**config.mk**
```make
export PLATFORM = sky130hd
export DESIGN_NAME = alternating_bit_arq_node_unit
export DESIGN_NICKNAME = d
export VERILOG_FILES = /design/src/sv/abq_pkg.sv /design/src/sv/alternating_bit_arq_node_unit.sv /design/src/sv/abq_front.sv /design/src/sv/abq_queue.sv /design/src/sv/abq_back.sv
export SDC_FILE = /design/constraint.sdc
export NUM_CORES = 1
export LEC_CHECK = 0
export BUFFER_PORTS_ARGS = -buffer_cell sky130_fd_sc_hd__buf_4
export CAP_MARGIN = 15
export CORE_ASPECT_RATIO = 2
export CORE_UTILIZATION = 34
export DETAILED_ROUTE_END_ITERATION = 6
export GPL_ROUTABILITY_DRIVEN = 0
export GPL_TIMING_DRIVEN = 1
export PLACE_DENSITY = 0.51
export SYNTH_ARGS = -nofsm -noshare
export SYNTH_HDL_FRONTEND = slang
export SYNTH_SLANG_ARGS = --single-unit
```
**constraint.sdc**
```tcl
create_clock -name clk -period 4.6 [get_ports clk]
set_clock_uncertainty 0.05 [all_clocks]
set_input_delay 0.23 -clock clk [delete_from_list [all_inputs] [get_ports clk]]
set_output_delay 0.23 -clock clk [all_outputs]
set_load 0.1 [all_outputs]
```
**src/sv/abq_pkg.sv**
```systemverilog
`timescale 1ns / 1ps
`default_nettype none
// ---------------------------------------------------------------------------
// abq_pkg
// Shared types and codes of the alternating-bit ARQ router node.
// ---------------------------------------------------------------------------
package abq_pkg;

  // Node count; must be a power of two so that an id reduces by its low bits
  localparam int NODES  = 16;
  localparam int NODE_W = (NODES > 1) ? $clog2(NODES) : 1;

  // Result queue between front and back
  localparam int Q_DEPTH = 4;
  localparam int Q_AW    = $clog2(Q_DEPTH);

  // Request kinds
  localparam logic [1:0] REQ_RX    = 2'd0;
  localparam logic [1:0] REQ_SEND  = 2'd1;
  localparam logic [1:0] REQ_TICK  = 2'd2;
  localparam logic [1:0] REQ_ROUTE = 2'd3;

  // Result actions
  localparam logic [2:0] ACT_DELIVER   = 3'd0;
  localparam logic [2:0] ACT_ACK       = 3'd1;
  localparam logic [2:0] ACT_FORWARD   = 3'd2;
  localparam logic [2:0] ACT_SEND      = 3'd3;
  localparam logic [2:0] ACT_CONFIRMED = 3'd4;
  localparam logic [2:0] ACT_FAILED    = 3'd5;
  localparam logic [2:0] ACT_BUSY      = 3'd6;

  // Configuration register indexes (word address)
  localparam logic [1:0] REG_OWN_ID    = 2'd0;
  localparam logic [1:0] REG_TIMEOUT   = 2'd1;
  localparam logic [1:0] REG_MAX_TRIES = 2'd2;

  localparam logic [15:0] TIMEOUT_RST   = 16'd300;
  localparam logic [2:0]  MAX_TRIES_RST = 3'd3;

  typedef struct packed {
    logic [3:0]  own_id;
    logic [15:0] timeout_ticks;
    logic [2:0]  max_tries;
  } abq_cfg_t;

  typedef struct packed {
    logic [1:0]  req_type;
    logic [3:0]  src_id;
    logic [3:0]  dst_id;
    logic        seq_bit;
    logic        is_ack;
    logic [31:0] payload;
    logic [3:0]  next_hop_in;
  } abq_item_t;

  // One queue entry; dual marks a delivery that goes out ahead of the ack.
  // For a dual entry data holds the delivered word and the ack carries zero.
  typedef struct packed {
    logic        dual;
    logic [2:0]  action;
    logic [3:0]  next_hop;
    logic [3:0]  pkt_src;
    logic [3:0]  pkt_dst;
    logic        pkt_seq;
    logic        pkt_ack;
    logic [31:0] data;
  } abq_entry_t;

  typedef struct packed {
    logic [2:0]  action;
    logic [3:0]  next_hop;
    logic [3:0]  pkt_src;
    logic [3:0]  pkt_dst;
    logic        pkt_seq;
    logic        pkt_ack;
    logic [31:0] data_out;
    logic        last;
  } abq_result_t;

  // Reduce a node id to a table index
  function automatic logic [NODE_W-1:0] node_idx(input logic [3:0] id);
    return NODE_W'(id);
  endfunction

endpackage : abq_pkg
`default_nettype wire

```
**src/sv/alternating_bit_arq_node_unit.sv**
```systemverilog
`timescale 1ns / 1ps
`default_nettype none
// ---------------------------------------------------------------------------
// alternating_bit_arq_node_unit
// Stop-and-wait ARQ router node with an alternating sequence bit per peer.
//
//   Channel | Direction | Handshake          | Payload
//   in_     | input     | in_valid/in_stall  | req_type, ids, seq, ack, payload, hop
//   out_    | output    | out_valid/out_stall| action, header fields, data, last
//   cfg     | input     | APB write/read     | own_id, timeout_ticks, max_tries
//
// One request is taken per cycle unless the queue is full; results leave through
// a 4-entry queue and the output register one per cycle unless out_stall holds,
// a delivered packet giving two (delivery then ack). A request is registered in
// the queue, then in the output register. Input stalls only while the queue is full.
// Reset is synchronous; route table entries are not cleared, valid once written.
// ---------------------------------------------------------------------------
module alternating_bit_arq_node_unit (
  input  wire logic        clk,
  input  wire logic        rst_n,
  // request channel
  input  wire logic        in_valid,
  output logic             in_stall,
  input  wire logic [1:0]  in_req_type,
  input  wire logic [3:0]  in_src_id,
  input  wire logic [3:0]  in_dst_id,
  input  wire logic        in_seq_bit,
  input  wire logic        in_is_ack,
  input  wire logic [31:0] in_payload,
  input  wire logic [3:0]  in_next_hop_in,
  // result channel
  output logic             out_valid,
  input  wire logic        out_stall,
  output logic [2:0]       out_action,
  output logic [3:0]       out_next_hop,
  output logic [3:0]       out_pkt_src,
  output logic [3:0]       out_pkt_dst,
  output logic             out_pkt_seq,
  output logic             out_pkt_ack,
  output logic [31:0]      out_data_out,
  output logic             out_last,
  // configuration
  input  wire logic        psel,
  input  wire logic        penable,
  input  wire logic        pwrite,
  input  wire logic [3:0]  paddr,
  input  wire logic [31:0] pwdata,
  output logic [31:0]      prdata,
  output logic             pready
);
  import abq_pkg::*;

  abq_cfg_t    cfg_r;
  abq_item_t   item;
  abq_entry_t  push_entry, head;
  abq_result_t res;
  logic        accept, push, pop, q_full, head_valid, cfg_we;

  // Configuration registers
  assign pready = 1'b1;
  assign cfg_we = psel && penable && pwrite;

  always_ff @(posedge clk) begin
    if (!rst_n) begin
      cfg_r.own_id        <= '0;
      cfg_r.timeout_ticks <= TIMEOUT_RST;
      cfg_r.max_tries     <= MAX_TRIES_RST;
    end else if (cfg_we) begin
      case (paddr[3:2])
        REG_OWN_ID:    cfg_r.own_id        <= pwdata[3:0];
        REG_TIMEOUT:   cfg_r.timeout_ticks <= pwdata[15:0];
        REG_MAX_TRIES: cfg_r.max_tries     <= pwdata[2:0];
        default:       cfg_r.own_id        <= cfg_r.own_id;
      endcase
    end
  end

  // Read back
  always_comb begin
    case (paddr[3:2])
      REG_OWN_ID:    prdata = {28'd0, cfg_r.own_id};
      REG_TIMEOUT:   prdata = {16'd0, cfg_r.timeout_ticks};
      REG_MAX_TRIES: prdata = {29'd0, cfg_r.max_tries};
      default:       prdata = '0;
    endcase
  end

  // Request intake
  assign in_stall = q_full;
  assign accept   = in_valid && !q_full;

  assign item.req_type    = in_req_type;
  assign item.src_id      = in_src_id;
  assign item.dst_id      = in_dst_id;
  assign item.seq_bit     = in_seq_bit;
  assign item.is_ack      = in_is_ack;
  assign item.payload     = in_payload;
  assign item.next_hop_in = in_next_hop_in;

  abq_front u_front (
    .clk        (clk),
    .rst_n      (rst_n),
    .cfg        (cfg_r),
    .accept     (accept),
    .item       (item),
    .push       (push),
    .push_entry (push_entry)
  );

  abq_queue u_queue (
    .clk        (clk),
    .rst_n      (rst_n),
    .push       (push),
    .push_entry (push_entry),
    .pop        (pop),
    .full       (q_full),
    .head_valid (head_valid),
    .head       (head)
  );

  abq_back u_back (
    .clk        (clk),
    .rst_n      (rst_n),
    .head_valid (head_valid),
    .head       (head),
    .pop        (pop),
    .out_valid  (out_valid),
    .out_stall  (out_stall),
    .out_res    (res)
  );

  // Unpack the result
  assign out_action   = res.action;
  assign out_next_hop = res.next_hop;
  assign out_pkt_src  = res.pkt_src;
  assign out_pkt_dst  = res.pkt_dst;
  assign out_pkt_seq  = res.pkt_seq;
  assign out_pkt_ack  = res.pkt_ack;
  assign out_data_out = res.data_out;
  assign out_last     = res.last;

endmodule : alternating_bit_arq_node_unit
`default_nettype wire

```
**src/sv/abq_front.sv**
```systemverilog
`timescale 1ns / 1ps
`default_nettype none
// ---------------------------------------------------------------------------
// abq_front
// Accepts requests, updates the ARQ state and classifies each request into
// one queue entry (or none).
// ---------------------------------------------------------------------------
module abq_front (
  input  wire logic               clk,
  input  wire logic               rst_n,
  input  wire abq_pkg::abq_cfg_t  cfg,
  input  wire logic               accept,
  input  wire abq_pkg::abq_item_t item,
  output logic                    push,
  output abq_pkg::abq_entry_t     push_entry
);
  import abq_pkg::*;

  logic [NODES-1:0]  exp_bits_r, exp_bits_nxt;
  logic [NODES-1:0]  send_bits_r, send_bits_nxt;
  logic [3:0]        route_r [NODES];
  logic              route_we;
  logic [NODE_W-1:0] route_wa;
  logic              waiting_r, waiting_nxt;
  logic [3:0]        pend_dst_r, pend_dst_nxt;
  logic [31:0]       pend_pay_r, pend_pay_nxt;
  logic [2:0]        tries_r, tries_nxt;
  logic [15:0]       timer_r, timer_nxt;

  logic [NODE_W-1:0] src_ix, dst_ix, pd_ix, rd_ix;
  logic [3:0]        hop;
  logic [15:0]       arm_val;
  logic [2:0]        try_lim;
  logic              pd_bit;

  assign src_ix  = node_idx(item.src_id);
  assign dst_ix  = node_idx(item.dst_id);
  assign pd_ix   = node_idx(pend_dst_r);
  assign pd_bit  = send_bits_r[pd_ix];
  assign arm_val = (cfg.timeout_ticks == 16'd0) ? 16'd1 : cfg.timeout_ticks;
  assign try_lim = (cfg.max_tries == 3'd0) ? 3'd1 : cfg.max_tries;

  // Pick the single route table read address for this request
  always_comb begin
    rd_ix = dst_ix;
    case (item.req_type)
      REQ_RX:   rd_ix = (item.dst_id == cfg.own_id) ? src_ix : dst_ix;
      REQ_TICK: rd_ix = pd_ix;
      default:  rd_ix = dst_ix;
    endcase
  end
  assign hop = route_r[rd_ix];

  // Classify the request and compute the next state
  always_comb begin
    exp_bits_nxt  = exp_bits_r;
    send_bits_nxt = send_bits_r;
    waiting_nxt   = waiting_r;
    pend_dst_nxt  = pend_dst_r;
    pend_pay_nxt  = pend_pay_r;
    tries_nxt     = tries_r;
    timer_nxt     = timer_r;
    route_we      = 1'b0;
    route_wa      = dst_ix;
    push          = 1'b0;
    push_entry    = '0;
    if (accept) begin
      case (item.req_type)
        REQ_RX: begin
          if (item.dst_id == cfg.own_id) begin
            if (!item.is_ack) begin
              // Deliver on a matching bit, acknowledge always
              push                = 1'b1;
              push_entry.dual     = (exp_bits_r[src_ix] == item.seq_bit);
              push_entry.action   = ACT_ACK;
              push_entry.next_hop = hop;
              push_entry.pkt_src  = cfg.own_id;
              push_entry.pkt_dst  = item.src_id;
              push_entry.pkt_seq  = item.seq_bit;
              push_entry.pkt_ack  = 1'b1;
              push_entry.data     = (exp_bits_r[src_ix] == item.seq_bit) ?
                                    item.payload : 32'd0;
              if (exp_bits_r[src_ix] == item.seq_bit) begin
                exp_bits_nxt[src_ix] = ~exp_bits_r[src_ix];
              end
            end else if (waiting_r && item.src_id == pend_dst_r &&
                         item.seq_bit == pd_bit) begin
              // Matching ack confirms the pending send
              push                = 1'b1;
              push_entry.action   = ACT_CONFIRMED;
              push_entry.pkt_src  = cfg.own_id;
              push_entry.pkt_dst  = pend_dst_r;
              push_entry.pkt_seq  = pd_bit;
              push_entry.data     = pend_pay_r;
              send_bits_nxt[pd_ix] = ~pd_bit;
              waiting_nxt         = 1'b0;
              timer_nxt           = '0;
            end
          end else begin
            // Forward through the route table
            push                = 1'b1;
            push_entry.action   = ACT_FORWARD;
            push_entry.next_hop = hop;
            push_entry.pkt_src  = item.src_id;
            push_entry.pkt_dst  = item.dst_id;
            push_entry.pkt_seq  = item.seq_bit;
            push_entry.pkt_ack  = item.is_ack;
            push_entry.data     = item.payload;
          end
        end
        REQ_SEND: begin
          push               = 1'b1;
          push_entry.pkt_src = cfg.own_id;
          push_entry.pkt_dst = item.dst_id;
          push_entry.data    = item.payload;
          if (waiting_r) begin
            push_entry.action = ACT_BUSY;
          end else begin
            push_entry.action   = ACT_SEND;
            push_entry.next_hop = hop;
            push_entry.pkt_seq  = send_bits_r[dst_ix];
            waiting_nxt         = 1'b1;
            pend_dst_nxt        = item.dst_id;
            pend_pay_nxt        = item.payload;
            tries_nxt           = 3'd1;
            timer_nxt           = arm_val;
          end
        end
        REQ_TICK: begin
          if (waiting_r) begin
            if (timer_r > 16'd1) begin
              timer_nxt = timer_r - 16'd1;
            end else begin
              push               = 1'b1;
              push_entry.pkt_src = cfg.own_id;
              push_entry.pkt_dst = pend_dst_r;
              push_entry.pkt_seq = pd_bit;
              push_entry.data    = pend_pay_r;
              if (tries_r >= try_lim) begin
                push_entry.action = ACT_FAILED;
                waiting_nxt       = 1'b0;
                timer_nxt         = '0;
              end else begin
                push_entry.action   = ACT_SEND;
                push_entry.next_hop = hop;
                tries_nxt           = tries_r + 3'd1;
                timer_nxt           = arm_val;
              end
            end
          end
        end
        REQ_ROUTE: begin
          route_we = 1'b1;
          route_wa = dst_ix;
        end
        default: begin
          push = 1'b0;
        end
      endcase
    end
  end

  // Hold the ARQ control state
  always_ff @(posedge clk) begin
    if (!rst_n) begin
      exp_bits_r  <= '0;
      send_bits_r <= '0;
      waiting_r   <= 1'b0;
      pend_dst_r  <= '0;
      pend_pay_r  <= '0;
      tries_r     <= '0;
      timer_r     <= '0;
    end else begin
      exp_bits_r  <= exp_bits_nxt;
      send_bits_r <= send_bits_nxt;
      waiting_r   <= waiting_nxt;
      pend_dst_r  <= pend_dst_nxt;
      pend_pay_r  <= pend_pay_nxt;
      tries_r     <= tries_nxt;
      timer_r     <= timer_nxt;
    end
  end

  // Write the route table; no reset, entries are defined once written
  always_ff @(posedge clk) begin
    if (route_we) begin
      route_r[route_wa] <= item.next_hop_in;
    end
  end

  // Waiting drops only on an accepted request
  a_wait_fall: assert property (@(posedge clk) disable iff (!rst_n)
    $fell(waiting_r) |-> $past(accept))
    else $error("waiting cleared without a request");

  // Results come only from accepted requests
  a_push_accept: assert property (@(posedge clk) disable iff (!rst_n)
    push |-> accept)
    else $error("queue push without an accepted request");

endmodule : abq_front
`default_nettype wire

```
**src/sv/abq_queue.sv**
```systemverilog
`timescale 1ns / 1ps
`default_nettype none
// ---------------------------------------------------------------------------
// abq_queue
// Short register queue of classified entries between front and back.
// ---------------------------------------------------------------------------
module abq_queue (
  input  wire logic                clk,
  input  wire logic                rst_n,
  input  wire logic                push,
  input  wire abq_pkg::abq_entry_t push_entry,
  input  wire logic                pop,
  output logic                     full,
  output logic                     head_valid,
  output abq_pkg::abq_entry_t      head
);
  import abq_pkg::*;

  abq_entry_t    mem_r [Q_DEPTH];
  logic [Q_AW-1:0] wr_r, wr_nxt;
  logic [Q_AW-1:0] rd_r, rd_nxt;
  logic [Q_AW:0]   cnt_r, cnt_nxt;
  logic            do_push, do_pop;

  assign full       = (cnt_r == (Q_AW+1)'(Q_DEPTH));
  assign head_valid = (cnt_r != '0);
  assign head       = mem_r[rd_r];
  assign do_push    = push && !full;
  assign do_pop     = pop && head_valid;

  // Advance pointers and fill count
  always_comb begin
    wr_nxt  = do_push ? wr_r + 1'b1 : wr_r;
    rd_nxt  = do_pop ? rd_r + 1'b1 : rd_r;
    cnt_nxt = cnt_r;
    if (do_push && !do_pop) begin
      cnt_nxt = cnt_r + 1'b1;
    end else if (!do_push && do_pop) begin
      cnt_nxt = cnt_r - 1'b1;
    end
  end

  always_ff @(posedge clk) begin
    if (!rst_n) begin
      wr_r  <= '0;
      rd_r  <= '0;
      cnt_r <= '0;
    end else begin
      wr_r  <= wr_nxt;
      rd_r  <= rd_nxt;
      cnt_r <= cnt_nxt;
    end
  end

  // Store the entry
  always_ff @(posedge clk) begin
    if (do_push) begin
      mem_r[wr_r] <= push_entry;
    end
  end

  a_no_overflow: assert property (@(posedge clk) disable iff (!rst_n)
    !(push && full))
    else $error("push into a full queue");

  a_cnt_range: assert property (@(posedge clk) disable iff (!rst_n)
    cnt_r <= (Q_AW+1)'(Q_DEPTH))
    else $error("queue count out of range");

endmodule : abq_queue
`default_nettype wire

```
**src/sv/abq_back.sv**
```systemverilog
`timescale 1ns / 1ps
`default_nettype none
// ---------------------------------------------------------------------------
// abq_back
// Expands queue entries into result requests and holds them in the output
// register until taken.
// ---------------------------------------------------------------------------
module abq_back (
  input  wire logic                clk,
  input  wire logic                rst_n,
  input  wire logic                head_valid,
  input  wire abq_pkg::abq_entry_t head,
  output logic                     pop,
  output logic                     out_valid,
  input  wire logic                out_stall,
  output abq_pkg::abq_result_t     out_res
);
  import abq_pkg::*;

  logic        out_valid_r;
  abq_result_t res_r, res_nxt;
  logic        phase_r, phase_nxt;
  logic        load;

  assign load = head_valid && (!out_valid_r || !out_stall);
  assign pop  = load && (!head.dual || phase_r);

  // Build the next result: delivery half first for a dual entry
  always_comb begin
    res_nxt   = res_r;
    phase_nxt = phase_r;
    if (load) begin
      if (head.dual && !phase_r) begin
        res_nxt.action   = ACT_DELIVER;
        res_nxt.next_hop = '0;
        res_nxt.pkt_src  = head.pkt_dst;
        res_nxt.pkt_dst  = head.pkt_src;
        res_nxt.pkt_seq  = head.pkt_seq;
        res_nxt.pkt_ack  = 1'b0;
        res_nxt.data_out = head.data;
        res_nxt.last     = 1'b0;
        phase_nxt        = 1'b1;
      end else begin
        res_nxt.action   = head.action;
        res_nxt.next_hop = head.next_hop;
        res_nxt.pkt_src  = head.pkt_src;
        res_nxt.pkt_dst  = head.pkt_dst;
        res_nxt.pkt_seq  = head.pkt_seq;
        res_nxt.pkt_ack  = head.pkt_ack;
        res_nxt.data_out = head.dual ? 32'd0 : head.data;
        res_nxt.last     = 1'b1;
        phase_nxt        = 1'b0;
      end
    end
  end

  always_ff @(posedge clk) begin
    if (!rst_n) begin
      out_valid_r <= 1'b0;
      phase_r     <= 1'b0;
    end else begin
      phase_r <= phase_nxt;
      if (!out_valid_r || !out_stall) begin
        out_valid_r <= head_valid;
      end
    end
  end

  // Payload register, no reset
  always_ff @(posedge clk) begin
    res_r <= res_nxt;
  end

  assign out_valid = out_valid_r;
  assign out_res   = res_r;

  // The second half of a dual entry waits behind a shown delivery
  a_phase_deliver: assert property (@(posedge clk) disable iff (!rst_n)
    phase_r |-> (out_valid_r && res_r.action == ACT_DELIVER && !res_r.last))
    else $error("split entry without a shown delivery");

endmodule : abq_back
`default_nettype wire
```
==> results.tsv <==
metric	value	unit
power_density	545	mW/mm²
ir_worst_vdd	332	µV
path_cells	mux4_2 > a22oi_2 > nand4_1 > a21oi_2 > o21ai_0 > a21oi_2 > ha_1 > inv_1 > fa_1 > xor2_1 > or3_1 > a21boi_0	
met3_usage	0.0230	
path_class	reg -> reg	
r2r_slack	640	ps
hold_violations	0	
internal_power	7.83	mW
drc	0	
antenna_left	0	
globalRouteOverflowTotal	0	
n_antenna_cell	0	
yosysTopAreaCellShare	0.501	
synth_area_leaders	edfxtp_1, dfxtp_1, mux4_2	
design_area	0.0226	mm²
grt_use_met2	0.341	
synthFlopType	edfxtp_1	
portBuffers	140	
cap_violations	0	
crit_path_max_incr_delay	690	ps
crit_fanout	12	
coreArea	0.0545	mm²
clkPwrFrac	0.294	
post_cts_buffers	0	
grt_pass1_vias	12400	
dp_hpwl	31600	µm
vias_per_cell	5.21	
h-tree-depth	2	
post-route-min-period	3960	ps
initial_utilization	0.345	
track_usage	0.173	
slew_violations	0	
ys_types	67	
grt_max_degree	67	
timing.rr.start	u_front.pd_ix[0]	
fill_cells	5089	
root_buffer	clkbuf_16	
setup_viol	0	
synth-seq-cells	436	
worstPathRequired	5030	ps
num_vias	11800	
boundaryPins	176	
grt_pass1_wl	73500	µm
drtIter0Drc	775	
start_kind	flop	
syn_area_per_cell	13.7	µm²
cts_tree	done	
rsz0062_at_grt	no	
p_leak	7.84	nW
switching_power	4.49	mW
fin_crit_sh	0.860	
placed_cell_area	0.0206	mm²
antenna_found_initial	0	
cp_common_cell	a21oi_2	
p_comb_frac	0.305	
wl_per_cell	21.4	µm
cts.sinks	436	
dp_cells	2136	
max_slew_margin	0.288	
die_area	0.0563	mm²
setup-tns-final	0	ps
fp.dieW	168	µm
power_frac_seq	0.400	
drive_gt1_frac	0.219	
first_pass_iters	5	
crit_end	u_queue.cnt_r[2]	
wirelength	48500	µm
hold_class	in -> reg	
outcome	finished, final reports clean	
area_delta_synth_final	20.2	%
netlist_area	0.0188	mm²
ys_seq_area_frac	0.631	
cp.arrival	4380	ps
synth_edf_count	314	
critPathLaunch	u_front.pd_ix[0]	
syn_inst	1377	
rows	121	
endpoint_kind	flop	
grtUsageMet1	0.179	
worstMarginPinSlew	1060	ps
yosys_warnings	0	
final_cell_count_no_fill	2269	
busiest_layer	met2	
reg2reg_to	u_queue.cnt_r[2]	
async_flop_share	0	
yosysTopAreaCell	edfxtp_1	
clockBufferDepth	3	
cts-buffers-inserted	41	
yosysMostFrequentCell	edfxtp_1	
die_h	335	µm
max_freq	253	MHz
clock_latency	550	ps
fin_nets	1671	
ys_top_cells_by_count	edfxtp_1, nand2_1, dfxtp_1, mux4_2, clkbuf_1	
crit_slowest_cell	dfxtp_1	
swShare	0.365	
cts.clk_slew.worst_paths	70	ps
r2r_cells	12	
## per-stage QoR
stage | setup slack (ps) | total power, mW | hold slack (ps) | utilization
2_1_floorplan | 801 | 7.88 | 279 | -
3_3_place_gp | 711 | 8.77 | 393 | 0.378
3_5_place_dp | 675 | 8.80 | 399 | 0.378
4_1_cts | 652 | 12.5 | 30.1 | 0.415
5_1_grt | 328 | 12.8 | 91.7 | 0.415
6_report | 645 | 12.3 | 60.0 | 0.415
## metal layers
layer,vias to the layer above,wire length (µm)
li1,5514,-
met1,5841,17500
met2,373,27000
met3,96,2000
met4,0,1990
met5,-,0
## cell usage in the layout, fill, tap and decap left out, types with 8 or more instances in the layout
cell,n
nand2b_1,8
nor3_1,15
a22o_1,32
and2_1,35
a21oi_1,35
nor2b_1,49
dlygate4sd3_1,59
nand4_1,19
xnor2_1,10
ha_1,17
inv_1,15
o21ai_0,35
mux4_2,76
nand3_1,51
a22oi_1,20
buf_4,168
nor4_1,10
mux2i_1,37
dfxtp_1,120
mux2_2,8
o31ai_1,16
a21boi_0,52
conb_1,17
edfxtp_1,314
nor2_1,48
nand2_1,165
clkbuf_16,42
xor2_1,16
## cell families (layout without fill, tap and decap cells)
family,after synthesis,in the layout,share of synthesized area
AOI/OAI and AO/OA,222,222,0.0838
xor gates and xnor gates,27,27,0.0130
adders and majority gates,18,18,0.0124
buffers and inverters,120,321,0.0295
DFF,436,436,0.631
muxes,121,121,0.115
other,2,17,0.000399
and+or+nand+nor,431,431,0.114
## critical path: cells and delay by family, from the launching register on
kind / cells / cell delay (ps)
flops: 1 / 690
compound gates: 5 / 1240
simple gates: 2 / 450
fa+ha+maj: 2 / 630
buf+inv: 1 / 60
xor+xnor: 1 / 160
mux: 1 / 610
## sequential cells by signal, indices dropped and copies added (netlist names), 4 cells and up, named ones only
| register | flops |
|---|---|
| cfg_r | 23 |
| u_back.out_res | 50 |
| u_front.exp_bits_r | 16 |
| u_front.pd_ix | 4 |
| u_front.pend_pay_r | 32 |
| u_front.route_r | 64 |
| u_front.send_bits_r | 16 |
| u_front.timer_r | 16 |
| u_queue.mem_r | 200 |
## final cells by class
type / instances / area (µm²) / area share
Multi-Input combinational cell: 836 / 6470 / 0.286
Tap cell: 676 / 846 / 0.0374
Timing Repair Buffer: 231 / 1930 / 0.0855
Clock inverter: 24 / 310 / 0.0137
Inverter: 16 / 60.1 / 0.00266
Sequential cell: 436 / 11900 / 0.525
Clock buffer: 50 / 1110 / 0.0492
## worst min-delay path by stage
| stage | startpoint | to | slack [ps] | cells past startpoint |
|---|---|---|---|---|
| 2_1_floorplan | in_next_hop_in[0] | u_front.route_r[0][0] | 280 | 0 |
| 3_3_place_gp | u_front.exp_bits_r[15] | u_front.exp_bits_r[15] | 390 | 2 |
| 3_5_place_dp | pwdata[5] | cfg_r[8] | 400 | 3 |
| 4_1_cts | paddr[2] | cfg_r[2] | 30 | 4 |
| 5_1_grt | paddr[2] | cfg_r[2] | 90 | 4 |
| 6_report | paddr[2] | cfg_r[2] | 60 | 4 |
## power groups by stage
stage	clock network, mW	logic (mW)	registers, mW
2_1_floorplan	0	1.27	6.61
3_3_place_gp	0	3.75	5.02
3_5_place_dp	0	3.78	5.02
4_1_cts	3.73	3.82	4.94
5_1_grt	3.84	3.94	4.97
6_report	3.63	3.76	4.93
## timing repair
action	CTS	global route
endpoints found under the hold margin	176	0
setup endpoints to repair	0	0
resized for setup	0	0
hold buffers	59	0
Note: power is estimated with default switching activity, not from simulation.
